[src/hw/rtl/rsa_mexp_pkg.sv]
// Shared types and constants for the RSA modular exponentiation core.
package rsa_mexp_pkg;

   localparam int OPERAND_BITS_DEFAULT = 63;
   localparam int CODE_OFFSET          = 97;
   localparam int CSR_INDEX_BITS       = 2;

   localparam logic [CSR_INDEX_BITS-1:0] CSR_MODULUS          = 2'd0;
   localparam logic [CSR_INDEX_BITS-1:0] CSR_PUBLIC_EXPONENT  = 2'd1;
   localparam logic [CSR_INDEX_BITS-1:0] CSR_PRIVATE_EXPONENT = 2'd2;

   localparam logic KIND_ENCRYPT = 1'b0;
   localparam logic KIND_DECRYPT = 1'b1;

   typedef enum logic [2:0] {
      ST_IDLE,
      ST_REDUCE,
      ST_MUL_ACC,
      ST_MUL_SQ,
      ST_FINISH
   } state_type;

endpackage

[src/hw/rtl/rsa_mexp_mulmod.sv]
// Bit-serial shift-add modular multiplier, one multiplier bit per cycle.
module rsa_mexp_mulmod #(
   parameter int OPERAND_BITS = rsa_mexp_pkg::OPERAND_BITS_DEFAULT
) (
   input  logic                    clock,
   input  logic                    reset,
   input  logic                    start,
   input  logic [OPERAND_BITS-1:0] a,
   input  logic [OPERAND_BITS-1:0] b,
   input  logic [OPERAND_BITS-1:0] m,
   output logic                    done,
   output logic [OPERAND_BITS-1:0] product
);

   localparam int W  = OPERAND_BITS + 3;
   localparam int CW = $clog2(OPERAND_BITS);

   logic                    busy_ff, busy_in;
   logic                    done_ff, done_in;
   logic [CW-1:0]           cnt_ff, cnt_in;
   logic [OPERAND_BITS-1:0] acc_ff, acc_in;
   logic [OPERAND_BITS-1:0] b_sh_ff, b_sh_in;
   logic [W-1:0]            c_a_ff, c_am_ff, c_a2m_ff, n_m_ff, n_2m_ff;

   logic [W-1:0] a_ext, m_ext, m2_ext, dbl;
   logic [W-1:0] c0, c1, c2, t0, t1, t2, pick;
   logic         bit_cur, last;

   assign a_ext  = {3'b000, a};
   assign m_ext  = {3'b000, m};
   assign m2_ext = {2'b00, m, 1'b0};

   assign bit_cur = b_sh_ff[OPERAND_BITS-1];
   assign dbl     = {2'b00, acc_ff, 1'b0};
   assign c0      = bit_cur ? c_a_ff   : '0;
   assign c1      = bit_cur ? c_am_ff  : n_m_ff;
   assign c2      = bit_cur ? c_a2m_ff : n_2m_ff;
   assign t0      = dbl + c0;
   assign t1      = dbl + c1;
   assign t2      = dbl + c2;
   // 2*acc + a < 3m, so the smallest non-negative candidate is the residue
   assign pick    = !t2[W-1] ? t2 : (!t1[W-1] ? t1 : t0);
   assign last    = (cnt_ff == CW'(OPERAND_BITS - 1));

   always_comb begin
      busy_in = busy_ff;
      cnt_in  = cnt_ff;
      acc_in  = acc_ff;
      b_sh_in = b_sh_ff;
      done_in = 1'b0;
      if (start) begin
         busy_in = 1'b1;
         cnt_in  = '0;
         acc_in  = '0;
         b_sh_in = b;
      end else if (busy_ff) begin
         acc_in  = pick[OPERAND_BITS-1:0];
         b_sh_in = {b_sh_ff[OPERAND_BITS-2:0], 1'b0};
         cnt_in  = cnt_ff + CW'(1);
         if (last) begin
            busy_in = 1'b0;
            done_in = 1'b1;
         end
      end
   end

   always_ff @(posedge clock) begin
      if (reset) begin
         busy_ff <= 1'b0;
         done_ff <= 1'b0;
         cnt_ff  <= '0;
      end else begin
         busy_ff <= busy_in;
         done_ff <= done_in;
         cnt_ff  <= cnt_in;
      end
   end

   always_ff @(posedge clock) begin
      acc_ff  <= acc_in;
      b_sh_ff <= b_sh_in;
      if (start) begin
         c_a_ff   <= a_ext;
         c_am_ff  <= a_ext - m_ext;
         c_a2m_ff <= a_ext - m2_ext;
         n_m_ff   <= '0 - m_ext;
         n_2m_ff  <= '0 - m2_ext;
      end
   end

   assign done    = done_ff;
   assign product = acc_ff;

endmodule

[src/hw/rtl/rsa_mexp_cipher_core.sv]
// RSA encrypt/decrypt core: square-and-multiply over a bit-serial modular multiplier.
// Every modular multiplication runs in the one shared multiplier; an item needs the base
// reduction plus k further ones (k at most 2*OPERAND_BITS-1). One item at a time, the next
// accepted at the edge the result can leave. Error or degenerate-modulus items go straight
// to the finish state, and an output stall on a pending result holds the item there.
// Synchronous reset: modulus 2, exponents 1.
module rsa_modexp_cipher_core #(
   parameter int OPERAND_BITS = rsa_mexp_pkg::OPERAND_BITS_DEFAULT
) (
   input  logic                                    clock,
   input  logic                                    reset,
   input  logic                                    req_valid,
   output logic                                    req_stall,
   input  logic                                    req_kind,
   input  logic [OPERAND_BITS-1:0]                 req_value,
   output logic                                    rsp_valid,
   input  logic                                    rsp_stall,
   output logic [OPERAND_BITS:0]                   rsp_result,
   output logic                                    rsp_error,
   input  logic                                    csr_valid,
   output logic                                    csr_ready,
   input  logic [rsa_mexp_pkg::CSR_INDEX_BITS-1:0] csr_index,
   input  logic [OPERAND_BITS-1:0]                 csr_wdata
);

   localparam int N = OPERAND_BITS;

   rsa_mexp_pkg::state_type state_ff, state_in;

   logic [N-1:0] mod_ff, pub_ff, priv_ff;
   logic [N-1:0] exp_ff, exp_in;
   logic [N-1:0] acc_ff, acc_in;
   logic [N-1:0] sq_ff, sq_in;
   logic [N-1:0] pow_ff, pow_in;
   logic         kind_ff, kind_in;
   logic         err_ff, err_in;

   logic         rsp_valid_ff, rsp_valid_in;
   logic [N:0]   rsp_result_ff, rsp_result_in;
   logic         rsp_error_ff;

   logic         mm_start, mm_done;
   logic [N-1:0] mm_a, mm_b, mm_product, exp_shr;
   logic         req_accept, out_free, finish_load;

   rsa_mexp_mulmod #(
      .OPERAND_BITS (OPERAND_BITS)
   ) u_mulmod (
      .clock   (clock),
      .reset   (reset),
      .start   (mm_start),
      .a       (mm_a),
      .b       (mm_b),
      .m       (mod_ff),
      .done    (mm_done),
      .product (mm_product)
   );

   assign req_stall  = (state_ff != rsa_mexp_pkg::ST_IDLE);
   assign req_accept = req_valid && !req_stall;
   assign csr_ready  = (state_ff == rsa_mexp_pkg::ST_IDLE);
   assign out_free   = !rsp_valid_ff || !rsp_stall;
   assign exp_shr    = {1'b0, exp_ff[N-1:1]};

   always_ff @(posedge clock) begin
      if (reset) begin
         mod_ff  <= N'(2);
         pub_ff  <= N'(1);
         priv_ff <= N'(1);
      end else if (csr_valid && csr_ready) begin
         case (csr_index)
            rsa_mexp_pkg::CSR_MODULUS:          mod_ff  <= csr_wdata;
            rsa_mexp_pkg::CSR_PUBLIC_EXPONENT:  pub_ff  <= csr_wdata;
            rsa_mexp_pkg::CSR_PRIVATE_EXPONENT: priv_ff <= csr_wdata;
            default: ;
         endcase
      end
   end

   always_comb begin
      state_in    = state_ff;
      exp_in      = exp_ff;
      acc_in      = acc_ff;
      sq_in       = sq_ff;
      pow_in      = pow_ff;
      kind_in     = kind_ff;
      err_in      = err_ff;
      mm_start    = 1'b0;
      mm_a        = acc_ff;
      mm_b        = sq_ff;
      finish_load = 1'b0;
      case (state_ff)
         rsa_mexp_pkg::ST_IDLE: begin
            if (req_accept) begin
               kind_in = req_kind;
               exp_in  = (req_kind == rsa_mexp_pkg::KIND_DECRYPT) ? priv_ff : pub_ff;
               acc_in  = N'(1);
               err_in  = 1'b0;
               pow_in  = '0;
               if (req_kind == rsa_mexp_pkg::KIND_ENCRYPT &&
                   req_value < N'(rsa_mexp_pkg::CODE_OFFSET)) begin
                  err_in   = 1'b1;
                  state_in = rsa_mexp_pkg::ST_FINISH;
               end else if (mod_ff[N-1:1] == '0) begin
                  state_in = rsa_mexp_pkg::ST_FINISH;
               end else begin
                  // base mod m as 1 * base mod m
                  mm_start = 1'b1;
                  mm_a     = N'(1);
                  mm_b     = (req_kind == rsa_mexp_pkg::KIND_DECRYPT) ? req_value :
                             req_value - N'(rsa_mexp_pkg::CODE_OFFSET);
                  state_in = rsa_mexp_pkg::ST_REDUCE;
               end
            end
         end
         rsa_mexp_pkg::ST_REDUCE: begin
            if (mm_done) begin
               sq_in = mm_product;
               if (exp_ff == '0) begin
                  pow_in   = acc_ff;
                  state_in = rsa_mexp_pkg::ST_FINISH;
               end else if (exp_ff[0]) begin
                  mm_start = 1'b1;
                  mm_a     = acc_ff;
                  mm_b     = mm_product;
                  state_in = rsa_mexp_pkg::ST_MUL_ACC;
               end else begin
                  exp_in   = exp_shr;
                  mm_start = 1'b1;
                  mm_a     = mm_product;
                  mm_b     = mm_product;
                  state_in = rsa_mexp_pkg::ST_MUL_SQ;
               end
            end
         end
         rsa_mexp_pkg::ST_MUL_ACC: begin
            if (mm_done) begin
               acc_in = mm_product;
               exp_in = exp_shr;
               if (exp_shr == '0) begin
                  pow_in   = mm_product;
                  state_in = rsa_mexp_pkg::ST_FINISH;
               end else begin
                  mm_start = 1'b1;
                  mm_a     = sq_ff;
                  mm_b     = sq_ff;
                  state_in = rsa_mexp_pkg::ST_MUL_SQ;
               end
            end
         end
         rsa_mexp_pkg::ST_MUL_SQ: begin
            if (mm_done) begin
               sq_in    = mm_product;
               mm_start = 1'b1;
               if (exp_ff[0]) begin
                  mm_a     = acc_ff;
                  mm_b     = mm_product;
                  state_in = rsa_mexp_pkg::ST_MUL_ACC;
               end else begin
                  exp_in   = exp_shr;
                  mm_a     = mm_product;
                  mm_b     = mm_product;
                  state_in = rsa_mexp_pkg::ST_MUL_SQ;
               end
            end
         end
         rsa_mexp_pkg::ST_FINISH: begin
            if (out_free) begin
               finish_load = 1'b1;
               state_in    = rsa_mexp_pkg::ST_IDLE;
            end
         end
         default: begin
            state_in = rsa_mexp_pkg::ST_IDLE;
         end
      endcase
   end

   assign rsp_result_in = (kind_ff == rsa_mexp_pkg::KIND_DECRYPT) ?
                          {1'b0, pow_ff} + (N + 1)'(rsa_mexp_pkg::CODE_OFFSET) :
                          {1'b0, pow_ff};
   assign rsp_valid_in  = finish_load ? 1'b1 : (rsp_valid_ff && rsp_stall);

   always_ff @(posedge clock) begin
      if (reset) begin
         state_ff     <= rsa_mexp_pkg::ST_IDLE;
         rsp_valid_ff <= 1'b0;
      end else begin
         state_ff     <= state_in;
         rsp_valid_ff <= rsp_valid_in;
      end
   end

   always_ff @(posedge clock) begin
      exp_ff  <= exp_in;
      acc_ff  <= acc_in;
      sq_ff   <= sq_in;
      pow_ff  <= pow_in;
      kind_ff <= kind_in;
      err_ff  <= err_in;
      if (finish_load) begin
         rsp_result_ff <= rsp_result_in;
         rsp_error_ff  <= err_ff;
      end
   end

   assign rsp_valid  = rsp_valid_ff;
   assign rsp_result = rsp_result_ff;
   assign rsp_error  = rsp_error_ff;

endmodule

[config.mk]
export PLATFORM = sky130hd
export DESIGN_NAME = rsa_modexp_cipher_core
export DESIGN_NICKNAME = d
export VERILOG_FILES = /design/src/hw/rtl/rsa_mexp_pkg.sv /design/src/hw/rtl/rsa_mexp_mulmod.sv /design/src/hw/rtl/rsa_mexp_cipher_core.sv
export SDC_FILE = /design/constraint.sdc
export NUM_CORES = 2
export LEC_CHECK = 0
export BUFFER_PORTS_ARGS = -buffer_cell sky130_fd_sc_hd__buf_2
export CAP_MARGIN = 15
export CELL_PAD_IN_SITES_DETAIL_PLACEMENT = 1
export CELL_PAD_IN_SITES_GLOBAL_PLACEMENT = 1
export CORE_AREA = 2 2 369 371
export CTS_CLUSTER_DIAMETER = 80
export DETAILED_ROUTE_END_ITERATION = 10
export DIE_AREA = 0 0 371 373
export PLACE_DENSITY_LB_ADDON = 0.1
export SYNTH_ARGS = -nofsm -noshare
export SYNTH_HDL_FRONTEND = slang
export SYNTH_HIERARCHICAL = 1
export SYNTH_SLANG_ARGS = --single-unit
export TNS_END_PERCENT = 10
[constraint.sdc]
create_clock -name clock -period 10.38 [get_ports clock]
set_input_delay 1.038 -clock clock [delete_from_list [all_inputs] [get_ports clock]]
set_output_delay 1.038 -clock clock [all_outputs]
set_load 0.01 [all_outputs]
==> run_results.csv <==
group,metric,value,unit
status,outcome,"finished clean",
detailed_routing,drt_iter0_markers,6152,
setup_path,critPathArrivalTime,8.26,ns
floorplanning,io_pins,202,
timing,finalWorstSetupSlack,2.593,ns
final_layout,area_growth,10.22,%
logic_synthesis,yosys_warnings,6,
clock_network,cts_root_buf,"clkbuf_16",
logic_synthesis,synth_top_area_cell,"edfxtp_1",
setup_path,crit_type,"flop to flop",
setup_path,required,10.85,ns
detailed_routing,drt-pass1-iter-count,11,
logic_synthesis,yosys-mux-area-fraction,3.004,%
timing,min_period,7.787,ns
setup_path,critPathBufInv,1,
logic_synthesis,synth-compound-area-share,21.32,%
timing,max_slew_margin,14.50,%
logic_synthesis,synth_most_common_cell,"nand2_1",
logic_synthesis,synth-adder-area-share,6.739,%
logic_synthesis,syn_nets,7217,
detailed_routing,ant_nets,0,
logic_synthesis,synth_top_area_share,31.80,%
setup_path,path_max_fanout,38,
setup_path,cp-start-kind,"flop",
logic_synthesis,avgSynthCellArea,8.896,µm²
place,place.gp.congestion,0.9770,
floorplanning,initial_core_util,44.68,%
clock_network,postCtsSetupBuffers,0,
clock_network,ctsLongestPathBuffers,3,
hold_path,min_path_type,"flop to flop",
grt,grt_pass1_wl,362900,µm
setup_path,end_kind,"flop",
timing,fin_skew,0.03057,ns
logic_synthesis,synth-seq-cells,901,
clock_network,cts_resized,0,
timing,fmax,0.1284,GHz
timing,tightest_slew,1.271,ns
job,maxCapViolCount,0,
setup_path,crit_slowest_cell,"a2111oi_0",
timing,fin_tns_setup,0,ns
detailed_routing,drc_errors,0,
timing,report.final.slew_viol_count,0,
logic_synthesis,synth.area.top_cells,"edfxtp_1 (32%), dfxtp_1 (8.8%), nand2_1 (7.0%)",
logic_synthesis,synth-edff-count,637,
detailed_routing,via_count,54614,
logic_synthesis,synth_top_family_by_area,"compound AO/OA/AOI/OAI gates",
grt,grt_use_total,35.38,%
setup_path,slowest_delay,0.78,ns
place,dp_hpwl,195700,µm
floorplanning,die_h,373,µm
logic_synthesis,synth_simple_gate_area_share,17.98,%
power_and_ir_drop,p_leak,26.12,nW
logic_synthesis,synth.distinct_cells,93,
clock_network,cts_buffers,105,
logic_synthesis,synthFlopType,"edfxtp_1",
floorplanning,dieArea,138400,µm²
clock_network,insertion_delay,0.74,ns
logic_synthesis,yosysSeqAreaShare,40.59,%
setup_path,cpLargestDelayFamily,"compound AO/OA/AOI/OAI gates",
logic_synthesis,synth-async-reset-ratio,0,%
floorplanning,rows,135,
timing,period_share,75.02,%
place,pre_cts_ws,2.059,ns
place,io_buffers,201,
logic_synthesis,synth_common_cells,"nand2_1 (1120), a21oi_1 (728), edfxtp_1 (637)",
grt,grt-ovfl-total,0,
final_layout,drive_gt1_share,9.322,%
power_and_ir_drop,power_density,255.1,nW/µm²
floorplanning,core-area,134600,µm²
clock_network,cts_sinks,901,
final_layout,fillCellCount,15497,
timing,finalSetupViolCount,0,
clock_network,htreeDepth,3,
logic_synthesis,netlist_area,60150,µm²
setup_path,critPathMostFrequentCell,"o21ai_0",
grt,antenna_found_initial,19,
logic_synthesis,synthXorXnorAreaFrac,6.698,%
power_and_ir_drop,ir_drop,0.0001637,V
clock_network,cts_tree,"built",
timing,hold_violations,0,
detailed_routing,wl_per_cell,29.02,µm
detailed_routing,finalWirelength,251500,µm
clock_network,hold_buffers,0,
grt,grt_max_degree,167,
grt,grt_pass1_vias,53637,
final_layout,utilization,49.25,%
timing,rsz0062_at_grt,"false",
logic_synthesis,synthCells,6762,
final_layout,layout.nets,7240,
detailed_routing,avgViaCountPerCell,6.304,
place,place_area,62850,µm²
floorplanning,die_x,371,µm
clock_network,clkTransAtPathRegs,0.06,ns
setup_path,cp_cell_sequence,"nor4_1 -> nand2_1 -> or4_1 -> nor2_1 -> nor2_4 -> buf_4 -> a222oi_1 -> o21ai_1 -> ha_1 -> nor2b_1 -> o2111a_1 -> o21ai_0 -> o21a_1 -> o21ai_0 -> a311oi_1 -> a2111oi_0 -> o21ai_0 -> nor3_1 -> a211oi_1 -> o21ai_0 -> xor2_1",
final_layout,fin_area,66300,µm²
worst paths after layout:
check / startpoint / to / slack, ns / depth (start not counted)
worst max-delay path: exp_ff[28] / u_mulmod/c_a2m_ff[58] / 2.59 / 21
worst min-delay path: err_ff / rsp_error / 0.42 / 0
worst max register to register: exp_ff[28] / u_mulmod/c_a2m_ff[58] / 2.59 / 21
worst min register to register: err_ff / rsp_error / 0.42 / 0
report_power, final:
group / switching [mW] / internal (mW)
clock network: 1.63 / 2.10
logic: 5.17 / 2.79
registers: 0.743 / 4.47
total: 7.55 / 9.36
layout by cell type (no fill, tap or decap), types with 38 or more instances in the layout:
| cell type | count |
|---|---|
| and3_1 | 43 |
| a211oi_1 | 72 |
| o21ai_1 | 63 |
| xnor2_1 | 308 |
| buf_4 | 81 |
| a221o_1 | 43 |
| dfxtp_1 | 260 |
| mux2_2 | 92 |
| ha_1 | 316 |
| nand3_1 | 111 |
| o211ai_1 | 63 |
| nor2_1 | 332 |
| clkbuf_16 | 110 |
| o21bai_1 | 71 |
| mux2i_1 | 77 |
| edfxtp_1 | 637 |
| xor2_1 | 152 |
| nand2b_1 | 99 |
| nand4_1 | 98 |
| buf_2 | 199 |
| nand2_1 | 1117 |
| inv_1 | 199 |
| nor3_1 | 93 |
| a222oi_1 | 50 |
| nor4_1 | 62 |
| and2_1 | 149 |
| nor2b_1 | 38 |
| a21oi_1 | 725 |
| o21ai_0 | 335 |
| a31oi_1 | 52 |
| a21o_1 | 284 |
flip-flops by register name, summed over array words and instances, names as in the netlist:
register / cells
pub_ff: 63
u_mulmod/c_a_ff: 62
u_mulmod/busy_ff: 1
u_mulmod/n_m_ff: 63
priv_ff: 63
err_ff: 1
acc_ff: 63
rsp_error: 1
u_mulmod/n_2m_ff: 1
rsp_valid: 1
u_mulmod/c_a2m_ff: 65
kind_ff: 1
state_ff: 3
pow_ff: 63
u_mulmod/b_sh_ff: 63
u_mulmod/c_am_ff: 64
u_mulmod/cnt_ff: 6
rsp_result: 64
sq_ff: 63
mod_ff: 63
u_mulmod/product: 63
u_mulmod/done: 1
exp_ff: 63
area by class of cell:
cell class | instances | area (µm²) | share of cell area (%)
multi-input cells | 5285 | 33730 | 50.88
repair buffers | 286 | 1715 | 2.587
well taps | 1781 | 2228 | 3.361
inverters | 206 | 774.5 | 1.168
clock inverters | 63 | 515.5 | 0.7775
diodes | 7 | 17.52 | 0.02642
flip-flops and latches | 901 | 24420 | 36.83
clock buffers | 135 | 2897 | 4.369
per-stage QoR:
step                instances  hold WS [ns]  power [mW]
floorplan                6762        0.4003       10.22
global route             8657        0.4372       17.72
detailed placement       8458        0.4065       12.93
CTS                      8656        0.4211       16.71
finish                   8664        0.4207       16.91
global placement         8458        0.4090       12.84
kinds of logic after synthesis:
| group | Yosys count |
|---|---|
| AO/OA/AOI/OAI | 2034 |
| buffers and inverters | 576 |
| adder cells (fa/ha/maj) | 321 |
| multiplexers | 169 |
| XOR/XNOR | 460 |
| AND/OR/NAND/NOR | 2301 |
| flip-flops | 901 |
metal layers:
layer  track usage, %  up-vias  wire [µm]
li1                 -    24749          -
met1            52.64    27445     116500
met2            50.76     2099     103800
met3            7.918      315      23710
met4            10.12        6       7375
met5                0        -         34
Power figures use the tool's default switching activity.
